===== src/rtl/core/vism_pkg.sv =====
// Shared types and constants for the virtual interrupt slot manager.
`default_nettype none
package vism_pkg;
    localparam int GUESTS      = 2;
    localparam int LIST_SLOTS  = 16;
    localparam int QUEUE_DEPTH = 128;
    localparam int FLUSH_LIMIT = 16;
    localparam int GW   = 1;
    localparam int SW   = 4;
    localparam int QW   = 7;
    localparam int IRQW = 10;
    localparam int TAW  = GW + SW;
    localparam int QAW  = GW + QW;

    typedef enum logic [1:0] {
        OP_INJECT = 2'd0,
        OP_EOI    = 2'd1,
        OP_FLUSH  = 2'd2,
        OP_NONE   = 2'd3
    } op_t;

    typedef enum logic [1:0] {
        KIND_INJECT = 2'd0,
        KIND_FILL   = 2'd1,
        KIND_EOI    = 2'd2,
        KIND_FLUSH  = 2'd3
    } kind_t;

    typedef enum logic [3:0] {
        ST_IDLE,
        ST_DIRECT,
        ST_DUP_RD,
        ST_DUP_CHK,
        ST_QSCAN,
        ST_EOI_RD,
        ST_EOI_DONE,
        ST_FL_CHK,
        ST_FL_PLACE,
        ST_SEND
    } state_t;

    typedef struct packed {
        logic [TAW-1:0]  rd_addr;
        logic            wr_virq;
        logic            wr_pirq;
        logic            clr;
        logic [TAW-1:0]  wr_addr;
        logic [IRQW-1:0] virq;
        logic [IRQW-1:0] pirq;
    } tbl_req_t;

    typedef struct packed {
        logic            vvalid;
        logic [IRQW-1:0] virq;
        logic            pvalid;
        logic [IRQW-1:0] pirq;
    } tbl_rsp_t;

    typedef struct packed {
        logic            wr;
        logic            clr;
        logic [QAW-1:0]  addr;
        logic [IRQW-1:0] virq;
        logic [IRQW-1:0] pirq;
        logic            hw;
    } q_req_t;

    typedef struct packed {
        logic            chk_valid;
        logic [IRQW-1:0] virq;
        logic [IRQW-1:0] pirq;
        logic            hw;
    } q_rsp_t;

    typedef struct packed {
        kind_t           kind;
        logic            status;
        logic [SW-1:0]   slot;
        logic [IRQW-1:0] virq;
        logic [IRQW-1:0] pirq;
        logic            pv;
        logic            hw;
        logic [4:0]      count;
        logic            last;
    } res_t;
endpackage
`default_nettype wire


===== src/rtl/core/vism_tables.sv =====
// Per-guest slot tables: virq and pirq memories with per-entry valid bits.
`default_nettype none
module vism_tables (
    input  wire logic              aclk,
    input  wire logic              aresetn,
    input  wire vism_pkg::tbl_req_t req,
    output vism_pkg::tbl_rsp_t      rsp
);
    import vism_pkg::*;

    localparam int ENTRIES = GUESTS * LIST_SLOTS;

    logic [IRQW-1:0] virq_mem [ENTRIES];
    logic [IRQW-1:0] pirq_mem [ENTRIES];
    logic [ENTRIES-1:0] vvalid_reg;
    logic [ENTRIES-1:0] pvalid_reg;

    always_ff @(posedge aclk) begin
        if (req.wr_virq) begin
            virq_mem[req.wr_addr] <= req.virq;
        end
        if (req.wr_pirq) begin
            pirq_mem[req.wr_addr] <= req.pirq;
        end
        rsp.virq   <= virq_mem[req.rd_addr];
        rsp.pirq   <= pirq_mem[req.rd_addr];
        rsp.vvalid <= vvalid_reg[req.rd_addr];
        rsp.pvalid <= pvalid_reg[req.rd_addr];
    end

    always_ff @(posedge aclk) begin
        if (!aresetn) begin
            vvalid_reg <= '0;
            pvalid_reg <= '0;
        end else begin
            if (req.clr) begin
                vvalid_reg[req.wr_addr] <= 1'b0;
                pvalid_reg[req.wr_addr] <= 1'b0;
            end
            if (req.wr_virq) begin
                vvalid_reg[req.wr_addr] <= 1'b1;
            end
            if (req.wr_pirq) begin
                pvalid_reg[req.wr_addr] <= 1'b1;
            end
        end
    end
endmodule
`default_nettype wire


===== config.mk =====
export PLATFORM = sky130hd
export DESIGN_NAME = vism_tables
export DESIGN_NICKNAME = d
export VERILOG_FILES = /design/src/rtl/core/vism_pkg.sv /design/src/rtl/core/vism_tables.sv
export SDC_FILE = /design/constraint.sdc
export NUM_CORES = 1
export LEC_CHECK = 0
export BUFFER_PORTS_ARGS = -buffer_cell sky130_fd_sc_hd__buf_2
export CORE_ASPECT_RATIO = 0.8
export CORE_MARGIN = 2
export CORE_UTILIZATION = 48
export DETAILED_ROUTE_END_ITERATION = 7
export GPL_TIMING_DRIVEN = 0
export SYNTH_ARGS = -nofsm -noshare
export SYNTH_HDL_FRONTEND = slang
export SYNTH_SLANG_ARGS = --single-unit

===== constraint.sdc =====
create_clock -name aclk -period 3.7 [get_ports aclk]
set_input_delay 0.925 -clock aclk [delete_from_list [all_inputs] [get_ports aclk]]
set_output_delay 0.925 -clock aclk [all_outputs]
set_load 0.02 [all_outputs]

==> impl_metrics.csv <==
group,metric,value,unit
die,core_area,59400,sq um
global_routing,grt_overflow,0,
worst_setup_path,path_class,"primary input to flop",
drt,wl_met1,32.2,mm
global_routing,track_usage,22.9,%
synthesis,yosysSeqAreaShare,73.0,%
timing,fin_crit_sh,75.0,%
clocking,clock_latency,0.61,ns
worst_setup_path,worstPathArrival,3.20,ns
drt,drtPass1Iterations,6,
power_and_ir_drop,irDropWorstVdd,583,uV
clocking,htree_levels,3,
job,cap_violations,0,
die,fp.dieArea,61700,sq um
timing,tightest_slew,0.775,ns
synthesis,synth_cell_types,26,
drt,wl_per_cell,25.7,um
timing,skew,0.0122,ns
timing,tns,0,ns
synthesis,syn-instance-count,1791,
synthesis,syn_nets,1826,
synthesis,synth_top_area_share,67.0,%
worst_setup_path,required,4.12,ns
clocking,clockRootBuffer,"clkbuf_16",
cells_and_area,area_growth,12.1,%
place,hpwl,48.5,mm
worst_setup_path,crit_chain,"buf_2, nor2_1, buf_2, buf_2, nand2_1, a31oi_1, nand3_1",
timing,rsz0062_at_grt,"no",
timing,post-route-min-period,2.78,ns
drt,via_count,15945,
status,status,"complete, no violations",
die,initial_utilization,48.3,%
worst_hold_path,min_path_type,"flop to flop",
place,io_buffers,54,
worst_setup_path,cp_slowest_cell,"a31oi_1",
synthesis,synth.most_common_cell,"edfxtp_1",
synthesis,synthesis.area,28700,sq um
global_routing,grt_pass1_wl,102,mm
global_routing,antenna_found_initial,2,
cells_and_area,nFillCells,4813,
synthesis,synthArstFlopShare,0,%
cells_and_area,num_antenna_cells,0,
clocking,cts_tree,"built",
clocking,cts_buffer_depth,3,
cells_and_area,drive_gt1_share,11.0,%
power_and_ir_drop,powerDensity,532,nW/um^2
clocking,cts_setup_buffers,0,
die,die_w,277,um
drt,drt_iter0_markers,1668,
synthesis,synth_area_leaders,"edfxtp_1, mux2i_1, dfxtp_1",
worst_setup_path,crit_path_start,"req[28]",
synthesis,yosys_warnings,0,
drt,vias_per_cell,5.80,
worst_hold_path,hold-path-endpoint,"pvalid_reg[1]",
drt,ant_nets,0,
worst_setup_path,reg2reg_depth,5,
power_and_ir_drop,power_leakage,0.0113,uW
worst_setup_path,r2r-start,"virq_mem[7][9]",
cells_and_area,fin_util,54.2,%
timing,max_freq,360,MHz
synthesis,synthFlopType,"edfxtp_1",
worst_setup_path,r2r-end,"rsp[20]",
worst_setup_path,rrSetupSlack,1.89,ns
drt,drc,0,
worst_hold_path,hold_depth,2,
synthesis,synth-edff-count,640,
worst_setup_path,endpoint_kind,"flop",
drt,wl_met3,5.72,mm
timing,setup_viol,0,
drt,routed_wl,70.5,mm
worst_hold_path,hold_start,"pvalid_reg[1]",
worst_setup_path,max_stage_delay,0.48,ns
die,fp.dieH,223,um
global_routing,grt_pass1_vias,15603,
timing,hold_viol,0,
drt,highest_layer,"met5",
die,ios,57,
synthesis,synth.avg_cell_area,16.0,sq um
timing,drv_slew,0,
place,routabilityCongestion,0.983,
synthesis,synth_seq_cells,726,
worst_setup_path,start_kind,"primary input",
synthesis,synth_top_area_cell,"edfxtp_1",
drt,routed-wl-met2,31.1,mm
die,fp-row-count,80,
timing,relSlewSlack,48.3,%
synthesis,synth_commonest_cells,"edfxtp_1, mux2i_1, a21oi_1",
global_routing,grt_max_degree,33,
worst_setup_path,crit_fanout,10,
cells_and_area,largestRegisters,"pirq_mem x320, virq_mem x320",
clocking,cts_resized,0,
timing,worst_hold_slack,0.510,ns
clocking,cts_buffers,71,
cells_and_area,final_nets,1953,
clocking,clk_pin_slew,0.06,ns
worst_setup_path,cp_common_cell,"buf_2",
clocking,cts.sinks,726,
clocking,ctsHoldBuffers,0,
-- stage by stage --
| stage | instances | instance area (sq um) | worst slack, ns | total power (uW) |
|---|---|---|---|---|
| floorplan | 1791 | 28700 | 1.49 | 9810 |
| global placement | 2624 | 29900 | 0.480 | 10200 |
| detailed placement | 2624 | 29900 | 0.465 | 10300 |
| CTS | 2749 | 32200 | 1.12 | 17200 |
| global route | 2749 | 32200 | 0.935 | 17600 |
| finish | 2749 | 32200 | 0.924 | 17100 |
-- logic make-up after synthesis --
logic type | synth area share, %
flip-flops | 73.0
AND/OR/NAND/NOR | 6.27
buffers and inverters | 2.43
AO/OA/AOI/OAI | 6.01
multiplexers | 12.3
-- layout by cell type, fill, tap and decap left out, drive strengths merged, types with 4 or more instances in the layout --
cell	netlist	final
a21oi	108	108
nand3	45	45
dfxtp	86	86
edfxtp	640	640
clkinvlp	0	4
nand2	77	77
bufinv	0	5
a22o	44	44
a31oi	22	22
nor2b	66	66
nand2b	4	4
clkbuf	43	135
clkinv	0	24
mux2i	352	352
buf	65	119
nand4	22	22
a22oi	88	88
nor2	33	33
and2	65	65
nor3	22	22
-- per-layer routing --
metal | up-vias | track usage [%]
met2 | 587 | 34.2
li1 | 7164 | -
met5 | - | 1.40
met3 | 105 | 5.89
met4 | 2 | 5.75
met1 | 8087 | 33.5
-- worst max-delay path, delay by kind of cell --
| family | cells | cell delay (ns) |
|---|---|---|
| and+or+nand+nor | 3 | 0.81 |
| buffers and inverters | 3 | 0.97 |
| AOI/OAI and AO/OA | 1 | 0.48 |
-- area by class of cell --
class                   count  area, sq um  area share [%]
plain buffers             108          696            2.16
clock buffers              92         1950            6.06
clock inverters            33          289           0.899
multi-input cells         957         7050            21.9
flip-flops and latches    726        20900            65.1
well taps                 779          975            3.03
repair buffers             54          270           0.840
-- how the worst max path moves through the flow --
stage,to,slack [ns]
5_1_grt,rsp[10],0.94
2_1_floorplan,pirq_mem[0][0],1.49
3_5_place_dp,rsp[10],0.47
4_1_cts,rsp[8],1.12
6_report,rsp[10],0.92
3_3_place_gp,rsp[8],0.48
-- where the power goes --
group          internal [uW]  switching (uW)
logic                    322             713
registers               9030            29.7
clock network           4060            2940
(Power assumes the default switching activity.)
